### config.mk
export PLATFORM = sky130hd
export DESIGN_NAME = usart_register_block
export DESIGN_NICKNAME = d
export VERILOG_FILES = /design/src/rtl/usart_pkg.sv /design/src/rtl/usart_regs.sv /design/src/rtl/usart_out_stage.sv /design/src/rtl/usart_register_block.sv
export SDC_FILE = /design/constraint.sdc
export NUM_CORES = 1
export LEC_CHECK = 0
export ABC_CLOCK_PERIOD_IN_PS = 8000
export BUFFER_PORTS_ARGS = -buffer_cell sky130_fd_sc_hd__buf_2
export CAP_MARGIN = 40
export CELL_PAD_IN_SITES_DETAIL_PLACEMENT = 1
export CELL_PAD_IN_SITES_GLOBAL_PLACEMENT = 1
export CORE_MARGIN = 4
export CORE_UTILIZATION = 35
export CTS_BUF_LIST = sky130_fd_sc_hd__clkbuf_4
export DETAILED_ROUTE_END_ITERATION = 12
export PLACE_DENSITY_LB_ADDON = 0.1
export SYNTH_ARGS = -nofsm -noshare
export SYNTH_HDL_FRONTEND = slang
export SYNTH_HIERARCHICAL = 1
export SYNTH_SLANG_ARGS = --single-unit
export TNS_END_PERCENT = 10
### constraint.sdc
create_clock -name aclk -period 8 [get_ports aclk]
set_clock_uncertainty 0.15 [all_clocks]
set_input_delay 0.4 -clock aclk [delete_from_list [all_inputs] [get_ports aclk]]
set_output_delay 0.4 -clock aclk [all_outputs]
set_load 0.02 [all_outputs]
### src/rtl/usart_pkg.sv
// Shared types and codes for the USART register block.
// Operation, register, timer-command and interrupt codes; result struct.
// No dependencies.
package usart_pkg;

    typedef enum logic [2:0] {
        FUNC_READ      = 3'd0,
        FUNC_WRITE     = 3'd1,
        FUNC_TX_DONE   = 3'd2,
        FUNC_BRK_TICK  = 3'd3,
        FUNC_LB_RECV   = 3'd4
    } func_t;

    typedef enum logic [1:0] {
        SEL_UCR = 2'd0,
        SEL_RSR = 2'd1,
        SEL_TSR = 2'd2,
        SEL_UDR = 2'd3
    } reg_sel_t;

    typedef enum logic [2:0] {
        TCMD_NONE       = 3'd0,
        TCMD_WORD_START = 3'd1,
        TCMD_BRK_START  = 3'd2,
        TCMD_BRK_STOP   = 3'd3,
        TCMD_BRK_STOP_TX = 3'd4
    } timer_cmd_t;

    localparam logic [3:0] IRQ_RX_FULL  = 4'b0001;
    localparam logic [3:0] IRQ_RX_ERR   = 4'b0010;
    localparam logic [3:0] IRQ_TX_EMPTY = 4'b0100;
    localparam logic [3:0] IRQ_TX_ERR   = 4'b1000;

    localparam logic [3:0] BPW_RESET = 4'd8;
    localparam int IN_TDATA_W  = 8;
    localparam int IN_TUSER_W  = 5;
    localparam int OUT_TDATA_W = 32;

    typedef struct packed {
        logic [3:0] frame_bits;
        logic       baud_recalc;
        logic [2:0] timer_cmd;
        logic [7:0] out_byte;
        logic       loopback_valid;
        logic       tx_out_valid;
        logic [3:0] irq_mask;
        logic [7:0] read_data;
    } result_t;

endpackage

### src/rtl/usart_regs.sv
// USART register file: UCR, RSR, TSR, UDR, overrun flag and frame length.
// Computes one result per accepted transfer combinationally; uses usart_pkg.
module usart_regs
    import usart_pkg::*;
(
    input  logic       aclk,
    input  logic       aresetn,
    input  logic       cfg_we,
    input  logic       cfg_bit,
    input  logic       op_accept,
    input  logic [2:0] op_func,
    input  logic [1:0] op_sel,
    input  logic [7:0] op_data,
    output result_t    op_result
);

    logic [7:0] ucr_reg, ucr_next;
    logic [7:0] rsr_reg, rsr_next;
    logic [7:0] tsr_reg, tsr_next;
    logic [7:0] rxd_reg, rxd_next;
    logic       ovr_reg, ovr_next;
    logic [3:0] bpw_reg, bpw_next;
    logic       err_en_reg;

    always_ff @(posedge aclk) begin
        if (!aresetn) begin
            ucr_reg    <= '0;
            rsr_reg    <= '0;
            tsr_reg    <= '0;
            rxd_reg    <= '0;
            ovr_reg    <= 1'b0;
            bpw_reg    <= BPW_RESET;
            err_en_reg <= 1'b0;
        end else begin
            if (cfg_we) begin
                err_en_reg <= cfg_bit;
            end
            if (op_accept) begin
                ucr_reg <= ucr_next;
                rsr_reg <= rsr_next;
                tsr_reg <= tsr_next;
                rxd_reg <= rxd_next;
                ovr_reg <= ovr_next;
                bpw_reg <= bpw_next;
            end
        end
    end

    always_comb begin
        logic [3:0] nb;
        logic [7:0] v;
        result_t    r;

        ucr_next = ucr_reg;
        rsr_next = rsr_reg;
        tsr_next = tsr_reg;
        rxd_next = rxd_reg;
        ovr_next = ovr_reg;
        bpw_next = bpw_reg;
        r        = '0;
        nb       = 4'd10 - {2'b00, op_data[6:5]} + {3'b000, op_data[4]};
        v        = op_data;

        case (func_t'(op_func))
            FUNC_READ: begin
                case (reg_sel_t'(op_sel))
                    SEL_UCR: r.read_data = ucr_reg;
                    SEL_RSR: begin
                        if (!ovr_reg) begin
                            rsr_next[6] = 1'b0;
                        end
                        r.read_data = rsr_next;
                    end
                    SEL_TSR: begin
                        tsr_next[6] = 1'b0;
                        r.read_data = tsr_next;
                    end
                    default: begin
                        rsr_next[7] = 1'b0;
                        if (ovr_reg) begin
                            ovr_next   = 1'b0;
                            r.irq_mask = err_en_reg ? IRQ_RX_ERR : IRQ_RX_FULL;
                        end
                        r.read_data = rxd_reg;
                    end
                endcase
            end
            FUNC_WRITE: begin
                case (reg_sel_t'(op_sel))
                    SEL_UCR: begin
                        r.baud_recalc = (ucr_reg[7] != op_data[7]) || (nb != bpw_reg);
                        bpw_next      = nb;
                        ucr_next      = {op_data[7:1], 1'b0};
                    end
                    SEL_RSR: begin
                        if (!op_data[0] && rsr_reg[0]) begin
                            v = '0;
                        end
                        rsr_next = {rsr_reg[7], v[6:0]};
                    end
                    SEL_TSR: begin
                        if (op_data[0] && !tsr_reg[0]) begin
                            v[4] = 1'b0;
                        end
                        tsr_next = {tsr_reg[7], v[6:0]};
                        if (v[3] != tsr_reg[3]) begin
                            if (v[3]) begin
                                r.timer_cmd = TCMD_BRK_START;
                            end else if (!tsr_reg[7]) begin
                                r.timer_cmd = TCMD_BRK_STOP_TX;
                            end else begin
                                r.timer_cmd = TCMD_BRK_STOP;
                            end
                        end
                    end
                    default: begin
                        if (tsr_reg[0] && !tsr_reg[3]) begin
                            tsr_next[7] = 1'b0;
                            r.timer_cmd = TCMD_WORD_START;
                            if (tsr_reg[2:1] == 2'b11) begin
                                r.loopback_valid = 1'b1;
                                r.out_byte       = op_data;
                            end else begin
                                r.tx_out_valid = 1'b1;
                                r.out_byte     = op_data & (8'hFF >> ucr_reg[6:5]);
                            end
                        end
                    end
                endcase
            end
            FUNC_TX_DONE: begin
                tsr_next[7] = 1'b1;
                r.irq_mask  = IRQ_TX_EMPTY;
                if (!tsr_reg[0]) begin
                    tsr_next[4] = 1'b1;
                    r.irq_mask  = IRQ_TX_EMPTY | IRQ_TX_ERR;
                    if (tsr_reg[5]) begin
                        rsr_next[0] = 1'b1;
                    end
                end
            end
            FUNC_BRK_TICK: begin
                if (tsr_reg[3]) begin
                    if (!tsr_reg[6]) begin
                        r.irq_mask = IRQ_TX_ERR;
                    end
                    r.timer_cmd = TCMD_BRK_START;
                end
            end
            FUNC_LB_RECV: begin
                if (rsr_reg[0]) begin
                    if (!rsr_reg[7]) begin
                        rxd_next = op_data;
                        ovr_next = 1'b0;
                    end else begin
                        ovr_next = 1'b1;
                    end
                    rsr_next   = {1'b1, rsr_reg[6], 4'b0000, rsr_reg[1:0]};
                    r.irq_mask = IRQ_RX_FULL;
                end
            end
            default: ;
        endcase

        r.frame_bits = bpw_next;
        op_result    = r;
    end

endmodule

### src/rtl/usart_out_stage.sv
// Result register of the USART register block.
// Holds one result until the master side takes it; uses usart_pkg.
module usart_out_stage
    import usart_pkg::*;
(
    input  logic                   aclk,
    input  logic                   aresetn,
    input  logic                   load,
    input  result_t                load_data,
    output logic                   free,
    output logic                   m_tvalid,
    input  logic                   m_tready,
    output logic [OUT_TDATA_W-1:0] m_tdata
);

    logic    valid_reg;
    result_t data_reg;

    assign free     = !valid_reg || m_tready;
    assign m_tvalid = valid_reg;
    assign m_tdata  = {{(OUT_TDATA_W - $bits(result_t)){1'b0}}, data_reg};

    always_ff @(posedge aclk) begin
        if (!aresetn) begin
            valid_reg <= 1'b0;
        end else if (free) begin
            valid_reg <= load;
        end
    end

    always_ff @(posedge aclk) begin
        if (load) begin
            data_reg <= load_data;
        end
    end

endmodule

### src/rtl/usart_register_block.sv
// USART register block, top level.
// Instantiates usart_regs and usart_out_stage; uses usart_pkg.
//
// Usage:
//   s_ channel: one transfer per register access or event.
//     s_tuser carries the operation and register select, s_tdata the byte.
//   m_ channel: exactly one result transfer per input transfer, in order.
//   cfg_ channel: writes the receive-error interrupt enable bit; always ready.
//     Write it only while no transfers are in flight.
// Output: each result is registered and appears on m_ in the cycle after its input transfer.
// Throughput: one transfer per cycle; the only storage on the path is the
//   result register, so a held result blocks s_tready only while m_tready
//   is low.
// Stall: with m_tready low the result register holds its value and s_tready
//   drops; register state changes only on accepted transfers.
// Reset: aresetn low clears all registers and the enable bit, sets frame
//   length to 8 and empties the result register.
module usart_register_block
    import usart_pkg::*;
(
    input  logic                   aclk,
    input  logic                   aresetn,
    input  logic                   s_tvalid,
    output logic                   s_tready,
    input  logic [IN_TDATA_W-1:0]  s_tdata,   // [7:0] write_data
    input  logic [IN_TUSER_W-1:0]  s_tuser,   // [2:0] func, [4:3] reg_sel
    output logic                   m_tvalid,
    input  logic                   m_tready,
    // [7:0] read_data, [11:8] irq_mask, [12] tx_out_valid, [13] loopback_valid,
    // [21:14] out_byte, [24:22] timer_cmd, [25] baud_recalc, [29:26] frame_bits
    output logic [OUT_TDATA_W-1:0] m_tdata,
    input  logic                   cfg_valid,
    output logic                   cfg_ready,
    input  logic                   cfg_data
);

    logic    accept;
    logic    stage_free;
    result_t result;

    assign s_tready  = stage_free;
    assign accept    = s_tvalid && stage_free;
    assign cfg_ready = 1'b1;

    usart_regs u_regs (
        .aclk      (aclk),
        .aresetn   (aresetn),
        .cfg_we    (cfg_valid),
        .cfg_bit   (cfg_data),
        .op_accept (accept),
        .op_func   (s_tuser[2:0]),
        .op_sel    (s_tuser[4:3]),
        .op_data   (s_tdata),
        .op_result (result)
    );

    usart_out_stage u_out (
        .aclk      (aclk),
        .aresetn   (aresetn),
        .load      (accept),
        .load_data (result),
        .free      (stage_free),
        .m_tvalid  (m_tvalid),
        .m_tready  (m_tready),
        .m_tdata   (m_tdata)
    );

endmodule
# After elaboration in Yosys (flattened, before gate mapping)
# Index checks and enable logic that the tools add are counted.
# W data, S select, Z words.
# word_totals
regBits	68
inputBits	19
out_inout_bits	35
elab_cells	128
# classes
add_sub_neg	2
eq_ne	20
n_shift	1
muxes	44
n_bitwise	5
reduce_logical	33
# op_table
op	count
$mux W4	7
$reduce_and A4 Y1	7
$pmux W8 S3	1
$mux W7	3
$mux W8	2
$pmux W4 S4	1
$mux W1	15
$reduce_and A5 Y1	3
$ne A2 B2 Y1 const B	7
$pmux W3 S2	2
$mux W11	1
$pmux W5 S2	1
$mux W3	3
$and A8 B8 Y8	1
$pmux W1 S2	4
$reduce_bool A2 Y1	4
$shr A8 B2 Y8 const A	1
$eq A3 B2 Y1 const B	2
$ne A2 B1 Y1 const B	3
$pmux W2 S3	1
$reduce_and A3 Y1	2
$reduce_or A5 Y1	1
$add A4 B1 Y4	1
$eq A2 B2 Y1 const B	2
other kinds (18)	30

# Depth between registers and ports, before layout
# Gate-level depths: netlist (run 1).
# depth
word_depth	6
ltp_mapped	8
mapped_depth_nobuf	6

# Modules after synthesis
# The synthesis (run 1) kept the hierarchy.
# by_module_without_submodules
mod	instances	cells_per_inst	area_per_inst_um2	seq_area_each_um2
usart_regs	1	258	2239.6	740.7
usart_out_stage	1	37	968.4	920.9
usart_register_block	1	3	17.5	0.0

# Worst setup path before layout (run 1)
# Ideal clock, no wire load.
# synth_timing
kind	input to register
startpoint	input port m_tready
endpoint	register u_regs.bpw_reg[3]
setup_ns	0.137
t_arrival_ns	2.487
required_ns	7.713
slack_ns	5.226
cell_stages	8
path_buffers	2
path_cell_list	nand2b_4 > and2_1 > buf_2 > nand2b_4 > or4_1 > buf_2 > nand2_1 > o211ai_2
# synth_via
elab_chain_len	2
# synth_rtl
element	line	source
start: declaration	usart_register_block.sv:28	input logic m_tready,
$logic_or A1 B1 Y1	usart_out_stage.sv:19	assign free = !valid_reg || m_tready;
$logic_and A1 B1 Y1	usart_register_block.sv:42	assign accept = s_tvalid && stage_free;
via accept	usart_register_block.sv:37	logic accept;
end signal: assignment	usart_regs.sv:44	bpw_reg <= bpw_next;
end: declaration	usart_regs.sv:22	logic [3:0] bpw_reg, bpw_next;
# The timed path passes the listed nets, and every way through them passes these cells.
# A chain may end at the register's enable or synchronous reset.

# Worst setup path after layout (run 1)
# layout_timing
startpoint	register u_out.valid_reg, in the netlist u_out/m_tvalid
endpoint	register u_regs.bpw_reg[3]
# layout_via
elab_chain_len	3
# layout_rtl
element	line	source
start: declaration	usart_out_stage.sv:16	logic valid_reg;
start signal: assignment	usart_out_stage.sv:27	valid_reg <= load;
$logic_not A1 Y1	usart_out_stage.sv:19	
$logic_or A1 B1 Y1	usart_out_stage.sv:19	
$logic_and A1 B1 Y1	usart_register_block.sv:42	
via accept	usart_register_block.sv:37	
# The timed path passes the listed nets, and every way through them passes these cells.

==> results.json, run 1 <==
{
  "die_h_um": 104,
  "fillers": 985,
  "drive_gt1_share_pct": 25.1,
  "fin_nets": 364,
  "grt-ovfl-total": 0,
  "dieArea_mm2": 0.0108,
  "initial_core_util_pct": 36.5,
  "clock-sinks": 68,
  "synth_seq_cells": 68,
  "postRouteWirelength_um": 8480,
  "path_common_cell": "nand2b_4",
  "layout_common_cells": "50 x buf_2, 38 x dfxtp_1, 37 x nand2_1",
  "io-pin-count": 54,
  "relSlewSlack_pct": 51.4,
  "critPathSlowestCell": "or4_1",
  "postLayoutCoreUtil_pct": 41.8,
  "worst_pin_slew_ns": 0.725,
  "max_stage_delay_ns": 0.65,
  "grtUsageTotal_pct": 16.1,
  "clkLatencyLatePin_ns": 0.41,
  "dp_hpwl_um": 5900,
  "cts_resized": 0,
  "syn_avg_cell_area_um2": 10.8,
  "critical_path_required_ns": 8.14,
  "worst-path-stages": 7,
  "ir_drop_mv": 0.0877,
  "postCtsHoldBufs": 0,
  "setup_violations": 0,
  "yosysUniqueCellTypes": 53,
  "cts_tree": "built",
  "outcome": "completed",
  "synthTopCellsByArea": "edfxtp_1 28%, dfxtp_1 24%, mux2i_1 5.9%",
  "antenna_found_initial": 0,
  "critical_path.max_fanout": 28,
  "gp_congestion": 0.713,
  "reg2reg_depth": 7,
  "arrival_ns": 2.49,
  "setup-tns-final_ns": 0,
  "fin_crit_sh_pct": 29.3,
  "grt_first_pass_wirelength_um": 13700,
  "hold_depth": 3,
  "worst_setup_path_start_kind": "flop",
  "n_antenna_cell": 0,
  "firstDrtPassIters": 4,
  "drv_cap": 0,
  "power.leakage_nw": 1.47,
  "synthesis.area_mm2": 0.00323,
  "fmax_ghz": 0.426,
  "cts.clk_slew.worst_paths_ns": 0.11,
  "endpoint_kind": "flop",
  "drt_iter0_drc": 128,
  "ys_seq_area_share_pct": 51.5,
  "via_per_inst": 5.34,
  "vias": 2429,
  "synth-async-reset-ratio_pct": 0,
  "ctsRootBufferMaster": "clkbuf_4",
  "rsz0062_at_grt": "no",
  "syn_inst": 298,
  "hold_class": "input port to flop",
  "final_common_cell": "buf_2",
  "io_buffers": 50,
  "die_w_um": 104,
  "worstSetupPathType": "flop to flop",
  "grt_pass1_vias": 2497,
  "period_minus_slack_ns": 2.35,
  "holdWs_ns": 0.0795,
  "power_density_mw_per_mm2": 190,
  "crit_family": "simple AND/OR/NAND/NOR gates",
  "path_buf_inv": 1,
  "row_count": 34,
  "synth_top_area_share_pct": 27.9,
  "hold_viol_final": 0,
  "area_growth_pct": 14.8,
  "fin_cells": 455,
  "h-tree-depth": 3,
  "wl_per_cell_um": 18.6,
  "place_inst": 439,
  "cts-buffers-inserted": 9,
  "finalPower_w": 0.000705,
  "crit_chain": "nand2b_4 -> and2_2 -> buf_12 -> nand2b_4 -> or4_1 -> nand2_1 -> o211ai_2",
  "postCtsSetupBuffers": 0,
  "grt_start_max_net_pins": 29,
  "largest_reg_flops": 30,
  "clockBufferDepth": 2,
  "yosys.area.top_type": "edfxtp_1",
  "finalMaxSlewViolations": 0,
  "yosys_most_used_dff": "dfxtp_1",
  "drt.antenna.violating_nets": 0,
  "synth_edf_count": 30,
  "yosys_warnings": 6,
  "drc": 0,
  "core_area_mm2": 0.00885
}
[Yosys cell counts, drive strengths merged (5+ instances only)]
cell type,count
a21oi,18
and2,8
and3,7
buf,16
clkbuf,5
dfxtp,38
edfxtp,30
inv,7
mux2i,19
mux4,6
nand2,37
nand2b,6
nand3,5
nor2,25
nor2b,9
nor3b,6
o21ai,5
[worst paths after layout]
| path | startpoint | endpoint | slack, ns |
|---|---|---|---|
| min | cfg_data | u_regs/err_en_reg | 0.08 |
| min reg2reg | u_regs/rsr_reg[5] | u_regs/rsr_reg[5] | 0.32 |
| max reg2reg | u_out/m_tvalid | u_regs/bpw_reg[3] | 5.65 |
| max | u_out/m_tvalid | u_regs/bpw_reg[3] | 5.65 |
[cells by family (layout without fill, tap and decap cells)]
| kind of cell | after synthesis | count (layout) | share of synthesized area, % |
|---|---|---|---|
| mux | 27 | 27 | 10.8 |
| xor+xnor | 5 | 5 | 1.36 |
| simple gates | 126 | 126 | 22.8 |
| buf+inv | 28 | 76 | 4.38 |
| flops | 68 | 68 | 51.5 |
| other cells | 2 | 3 | 0.233 |
| compound gates | 39 | 39 | 7.72 |
| fa+ha+maj | 3 | 3 | 1.16 |
[final cells by class]
class	instances	area [µm²]	share of cell area, %
inverter	7	26.3	0.710
timing repair buffer	53	293	7.91
multi-input combinational	203	1430	38.6
tap	108	135	3.65
clock buffer	11	82.6	2.23
sequential	68	1660	44.9
clock inverter	5	76.3	2.06
[per-layer routing]
metal	up-vias	part of all wire (%)	track usage, %
li1	1142	-	-
met5	-	0	0
met2	59	47	25.8
met3	12	3.7	2.92
met1	1216	48	21.9
met4	0	1.3	5.41
[tightest hold or removal path: stages]
cell     delay, ns
buf_2         0.07
mux2i_1       0.05
nor2_1        0.08
[stage by stage]
step	worst slack (ns)	cell area, µm²
2_1_floorplan	5.23	3230
3_3_place_gp	5.04	3500
3_5_place_dp	5.42	3540
4_1_cts	5.58	3700
5_1_grt	5.39	3700
6_report	5.65	3700
[power by group]
group          switching, W  internal, W
sequential       0.00000344     0.000371
combinational     0.0000475    0.0000221
clock              0.000129     0.000132
Note: power is estimated with default switching activity, not from simulation.
==> run 2, diff against run 1 <==
--- a/config.mk
+++ b/config.mk
@@ -5,7 +5,7 @@
 export SDC_FILE = /design/constraint.sdc
 export NUM_CORES = 1
 export LEC_CHECK = 0
-export ABC_CLOCK_PERIOD_IN_PS = 8000
+export ABC_CLOCK_PERIOD_IN_PS = 2150
 export BUFFER_PORTS_ARGS = -buffer_cell sky130_fd_sc_hd__buf_2
 export CAP_MARGIN = 40
 export CELL_PAD_IN_SITES_DETAIL_PLACEMENT = 1
==> constraint.sdc (replaced) <==
create_clock -name aclk -period 2.15 [get_ports aclk]
set_clock_uncertainty 0.15 [all_clocks]
set_input_delay 0.1075 -clock aclk [delete_from_list [all_inputs] [get_ports aclk]]
set_output_delay 0.1075 -clock aclk [all_outputs]
set_load 0.02 [all_outputs]
==> run 2 against run 1 <==
Net effect: final cell count is 5.9% higher; register-to-register slack worse by 5.5 ns; first-iteration DRC count is 34% lower; hold slack worse by 0.028 ns; wire length is 0.15% higher; critical path depth is 2 higher; flip-flop and latch count stayed put; count of clock-buffer cells in the layout is 2 lower; largest power group unchanged.
==> results.json, run 2 (same netlist as run 1, synthesis figures left out) <==
{
  "power.share.clock_pct": 33.3,
  "r2r-start": "u_out/m_tvalid",
  "critical_path_required_ns": 2.31,
  "fin_crit_sh_pct": 92.5,
  "drc": 0,
  "gp_congestion": 0.745,
  "crit_family": "buffers and inverters",
  "power_frac_seq_pct": 55.3,
  "ctsRootBufferMaster": "clkbuf_4",
  "internal-power_w": 0.00184,
  "finalMaxSlewViolations": 0,
  "row_count": 34,
  "cts_tree": "built",
  "hold_class": "input port to flop",
  "ir_drop_mv": 0.258,
  "drive_gt1_share_pct": 26.2,
  "crit_end": "u_regs/rsr_reg[1]",
  "power.leakage_nw": 1.58,
  "rsz0062_at_grt": "no",
  "power_density_mw_per_mm2": 645,
  "fmax_ghz": 0.503,
  "io-pin-count": 54,
  "worstSetupPathType": "input port to flop",
  "worst-path-stages": 9,
  "r2r_slack_ns": 0.20,
  "path_buf_inv": 5,
  "crit_chain": "dlygate4sd3_1 -> buf_2 -> nor3b_1 -> buf_4 -> a211oi_1 -> buf_4 -> nand2_1 -> o21ai_1 -> dlygate4sd3_1",
  "fin_nets": 391,
  "die_w_um": 104,
  "worst_setup_path_start_kind": "input port",
  "dp_hpwl_um": 5810,
  "relSlewSlack_pct": 61.7,
  "setup-tns-final_ns": 0,
  "worst_pin_slew_ns": 0.574,
  "via_per_inst": 5.06,
  "firstDrtPassIters": 4,
  "h-tree-depth": 3,
  "max_stage_delay_ns": 0.55,
  "critical_path.max_fanout": 12,
  "clockBufferDepth": 2,
  "reg2reg_depth": 7,
  "die_h_um": 104,
  "pwr-share-comb_pct": 11.4,
  "antenna_found_initial": 0,
  "holdWs_ns": 0.0516,
  "cts.clk_slew.worst_paths_ns": 0.13,
  "critPathSlowestCell": "dlygate4sd3_1",
  "n_antenna_cell": 0,
  "clkLatencyLatePin_ns": 0.41,
  "vias": 2438,
  "wl_per_cell_um": 17.6,
  "io_buffers": 50,
  "core_area_mm2": 0.00885,
  "period_minus_slack_ns": 1.99,
  "power_switching_share_pct": 27.1,
  "clock-sinks": 68,
  "grt-ovfl-total": 0,
  "grtUsageTotal_pct": 16.3,
  "largest_reg_flops": 30,
  "final_common_cell": "buf_2",
  "drt_iter0_drc": 85,
  "arrival_ns": 2.14,
  "area_growth_pct": 21.1,
  "p_sw_w": 0.000682,
  "regToRegEndpoint": "u_regs/rsr_reg[1]",
  "initial_core_util_pct": 36.5,
  "grt_pass1_vias": 2638,
  "cts-buffers-inserted": 9,
  "endpoint_kind": "flop",
  "layout_common_cells": "50 x buf_2, 38 x dfxtp_1, 37 x nand2_1",
  "dieArea_mm2": 0.0108,
  "crit_start": "s_tuser[0]",
  "postRouteWirelength_um": 8500,
  "outcome": "completed",
  "drv_cap": 0,
  "grt_first_pass_wirelength_um": 14000,
  "drt.antenna.violating_nets": 0,
  "hold_viol_final": 0,
  "grt_start_max_net_pins": 29,
  "setup_violations": 0
}
-- run 2: changes by cell type in the layout (fill, tap and decap cells not counted), moves of 2 or more --
cell	previous run	this run
clkinv_4	0	2
clkbuf_4	11	9
dlygate4sd3_1	0	16
buf_4	1	14
-- run 2: per-layer routing --
layer | track usage, % | wire [µm]
met5 | 0 | 0
met4 | 5.13 | 75
met3 | 3.04 | 248
met2 | 25.6 | 3940
met1 | 22.7 | 4230
-- run 2: worst min-delay path by stage --
stage	from	to	cells past startpoint
CTS	s_tuser[2]	u_out/m_tdata[11]	2
floorplan	s_tdata[1]	u_regs/rsr_reg[1]	2
detailed placement	cfg_data	u_regs/err_en_reg	3
global placement	cfg_data	u_regs/err_en_reg	3
global route	s_tuser[2]	u_out/m_tdata[11]	2
finish	s_tuser[2]	u_out/m_tdata[11]	2
-- run 2: timing repair --
action	in CTS	in global routing
endpoints found under the setup margin	0	1
buffers inserted	0	2
gates resized for setup	0	1
hold buffers	16	0
endpoints found under the hold margin	48	0
-- run 2: stage by stage --
stage          worst slack [ns]  cell area (µm²)  cells  util (%)  power, W
2_1_floorplan            0.0234             3240    299         -   0.00159
3_3_place_gp              0.253             3590    448      40.6   0.00168
3_5_place_dp              0.203             3590    448      40.6   0.00169
4_1_cts                  0.0515             3890    480      43.9   0.00254
5_1_grt                  0.0499             3910    482      44.1   0.00264
6_report                  0.162             3910    482      44.1   0.00252
-- run 2: area by class of cell --
class                           count  area [µm²]
Inverter                            7        26.3
Fill cell                         993        4940
Sequential cell                    68        1660
Timing Repair Buffer               80         515
Multi-Input combinational cell    203        1430
Clock buffer                        9        67.6
Clock inverter                      7        67.6
Tap cell                          108         135
-- run 2: power groups by stage --
stage | logic, W | clock network (W) | registers [W]
2_1_floorplan | 0.000133 | 0 | 0.00146
6_report | 0.000287 | 0.000838 | 0.00139
4_1_cts | 0.000286 | 0.000864 | 0.00139
3_5_place_dp | 0.000264 | 0 | 0.00142
3_3_place_gp | 0.000261 | 0 | 0.00142
5_1_grt | 0.000311 | 0.000928 | 0.00140
==> run 3, diff against run 2 <==
--- a/config.mk
+++ b/config.mk
@@ -5,13 +5,14 @@
 export SDC_FILE = /design/constraint.sdc
 export NUM_CORES = 1
 export LEC_CHECK = 0
+export ABC_AREA = 1
 export ABC_CLOCK_PERIOD_IN_PS = 2150
 export BUFFER_PORTS_ARGS = -buffer_cell sky130_fd_sc_hd__buf_2
 export CAP_MARGIN = 40
 export CELL_PAD_IN_SITES_DETAIL_PLACEMENT = 1
 export CELL_PAD_IN_SITES_GLOBAL_PLACEMENT = 1
 export CORE_MARGIN = 4
-export CORE_UTILIZATION = 35
+export CORE_UTILIZATION = 39
 export CTS_BUF_LIST = sky130_fd_sc_hd__clkbuf_4
 export DETAILED_ROUTE_END_ITERATION = 12
 export PLACE_DENSITY_LB_ADDON = 0.1
==> run 3 against run 2 <==
Net effect: first-iteration DRC count increased by 73%; hold slack lost 0.010 ns; register-to-register slack better by 0.06 ns; flip-flop and latch count did not move; final area down 3.3%; maximum frequency is 2.0% higher; total power is 0.12% lower; synthesized area decreased by 3.2%; core utilization is 4.5 points higher; synthesized cell count rose by 23%; via count rose by 14%.
==> results.json, run 3 <==
{
  "outcome": "completed",
  "die_w_um": 97.5,
  "cts.clk_slew.worst_paths_ns": 0.12,
  "n_antenna_cell": 0,
  "vias": 2776,
  "ctsRootBufferMaster": "clkbuf_4",
  "drc": 0,
  "cts-buffers-inserted": 9,
  "critical_path_required_ns": 2.30,
  "drv_cap": 0,
  "fin_crit_sh_pct": 90.6,
  "fin_nets": 463,
  "io_buffers": 50,
  "dieArea_mm2": 0.00950,
  "synth_edf_count": 30,
  "gp_congestion": 0.895,
  "synth.most_common_cell": "nand2_1",
  "grt-ovfl-total": 0,
  "clockBufferDepth": 2,
  "yosys_most_used_dff": "dfxtp_1",
  "synthTopCellsByArea": "edfxtp_1 29%, dfxtp_1 24%, nand2_1 7.8%",
  "worst_setup_path_start_kind": "input port",
  "synth-async-reset-ratio_pct": 0,
  "power_density_mw_per_mm2": 666,
  "final_common_cell": "nand2_1",
  "yosys_warnings": 6,
  "io-pin-count": 54,
  "initial_core_util_pct": 40.2,
  "drt_iter0_drc": 147,
  "drt.antenna.violating_nets": 0,
  "max_stage_delay_ns": 0.55,
  "crit_chain": "dlygate4sd3_1 -> buf_2 -> inv_1 -> nand2_2 -> nand2_1 -> clkinvlp_4 -> buf_4 -> inv_1 -> a21oi_2 -> dlygate4sd3_1",
  "clock-sinks": 68,
  "grtUsageTotal_pct": 19.3,
  "period_minus_slack_ns": 1.95,
  "row_count": 32,
  "yosys.area.top_type": "edfxtp_1",
  "core_area_mm2": 0.00777,
  "area_growth_pct": 21.0,
  "critPathSlowestCell": "dlygate4sd3_1",
  "wl_per_cell_um": 15.9,
  "hold_viol_final": 0,
  "via_per_inst": 5.07,
  "syn_avg_cell_area_um2": 8.49,
  "setup-tns-final_ns": 0,
  "synth_seq_cells": 68,
  "fillers": 977,
  "postRouteWirelength_um": 8730,
  "hold_class": "input port to flop",
  "synth_top_area_share_pct": 28.8,
  "syn_inst": 368,
  "path_buf_inv": 7,
  "h-tree-depth": 3,
  "ir_drop_mv": 0.249,
  "regArea_mm2": 0.00166,
  "firstDrtPassIters": 4,
  "grt_pass1_vias": 2742,
  "arrival_ns": 2.10,
  "yosysUniqueCellTypes": 39,
  "ys_seq_area_share_pct": 53.2,
  "largest_reg_flops": 30,
  "cts_resized": 0,
  "synthesis.area_mm2": 0.00312,
  "crit_family": "buffers and inverters",
  "setup_violations": 0,
  "grt_start_max_net_pins": 22,
  "post-place-ws_ns": 0.343,
  "fmax_ghz": 0.513,
  "power.leakage_nw": 1.68,
  "postCtsSetupBuffers": 0,
  "cts_tree": "built",
  "rsz0062_at_grt": "no",
  "worst_slack_ns": 0.201,
  "clkLatencyLatePin_ns": 0.41,
  "worstSetupPathType": "input port to flop",
  "critical_path.max_fanout": 11,
  "crit_start": "m_tready",
  "antenna_found_initial": 0,
  "synth_commonest_cells": "65 x nand2_1, 54 x nor2_1, 47 x inv_1",
  "r2r-start": "u_out/m_tvalid",
  "grt_first_pass_wirelength_um": 14500,
  "layout_common_cells": "65 x nand2_1, 54 x nor2_1, 50 x buf_2",
  "finalMaxSlewViolations": 0,
  "die_h_um": 97.5,
  "dp_hpwl_um": 6330,
  "multi_input_area_mm2": 0.00121,
  "min_from": "s_tuser[3]",
  "endpoint_kind": "flop",
  "drive_gt1_share_pct": 20.6
}
## run 3: changes by cell type after synthesis, sizes merged, moves of 8 or more
cell and change:
a21oi +9, and2 -8, buf -9, inv +44, mux2i -19, nand2 +33, nor2 +35, nor2b -9
o21ai +33
## run 3: path summary, 6_finish.rpt
path / slack, ns / cells past startpoint / endpoint
max: 0.20 / 10 / u_out/m_tvalid
min reg2reg: 0.32 / 2 / u_regs/tsr_reg[6]
max reg2reg: 0.26 / 7 / u_out/m_tvalid
min: 0.04 / 4 / u_regs/tsr_reg[6]
## run 3: metrics by stage
stage	hold slack (ns)	util [%]	instances	cell area, µm²	total power (W)
6_report	0.0412	48.6	548	3780	0.00251
5_1_grt	0.0422	48.6	548	3780	0.00264
4_1_cts	0.0109	48.6	548	3780	0.00255
3_5_place_dp	0.164	44.9	516	3490	0.00171
3_3_place_gp	0.149	44.9	516	3490	0.00170
2_1_floorplan	0.0518	-	369	3140	0.00160
## run 3: cell type report
cell class / count / share of cell area, %
Tap cell: 102 / 3.38
Sequential cell: 68 / 44.0
Inverter: 51 / 5.23
Timing Repair Buffer: 71 / 11.9
Multi-Input combinational cell: 240 / 32.1
Clock buffer: 10 / 1.99
Clock inverter: 6 / 1.46
## run 3: where the power goes
part / internal (W) / switching (W) / total (W)
clock: 0.000357 / 0.000459 / 0.000815
combinational: 0.0000978 / 0.000199 / 0.000296
sequential: 0.00139 / 0.0000162 / 0.00140
total: 0.00184 / 0.000673 / 0.00251
## run 3: cell families (layout without fill, tap and decap cells)
| kind of cell | Yosys count | count (layout) | synth area share, % |
|---|---|---|---|
| AOI/OAI and AO/OA | 76 | 76 | 13.5 |
| xor gates and xnor gates | 4 | 4 | 1.12 |
| adders and majority gates | 3 | 3 | 1.20 |
| buffers and inverters | 61 | 138 | 8.13 |
| DFF | 68 | 68 | 53.2 |
| other | 2 | 3 | 0.240 |
| and+or+nand+nor | 154 | 154 | 22.6 |
## run 3: worst reg2reg max path, delay by kind of cell, from the launching register on
family                 cells  cell delay (ns)
AO/OA/AOI/OAI              1             0.05
AND/OR/NAND/NOR            2             0.17
flip-flops                 1             0.35
buffers and inverters      4             1.06
## run 3: timing repair
item                       in CTS  in global routing
hold endpoints to repair       37                  0
hold buffers                   16                  0
setup endpoints to repair       0                  0
## run 3: per-layer routing
layer | vias up | wire length (µm) | global-route usage (%)
li1 | 1357 | - | -
met1 | 1349 | 4120 | 26.7
met2 | 63 | 4110 | 30.3
met3 | 7 | 426 | 4.09
met4 | 0 | 75 | 5.96
met5 | - | 0 | 0
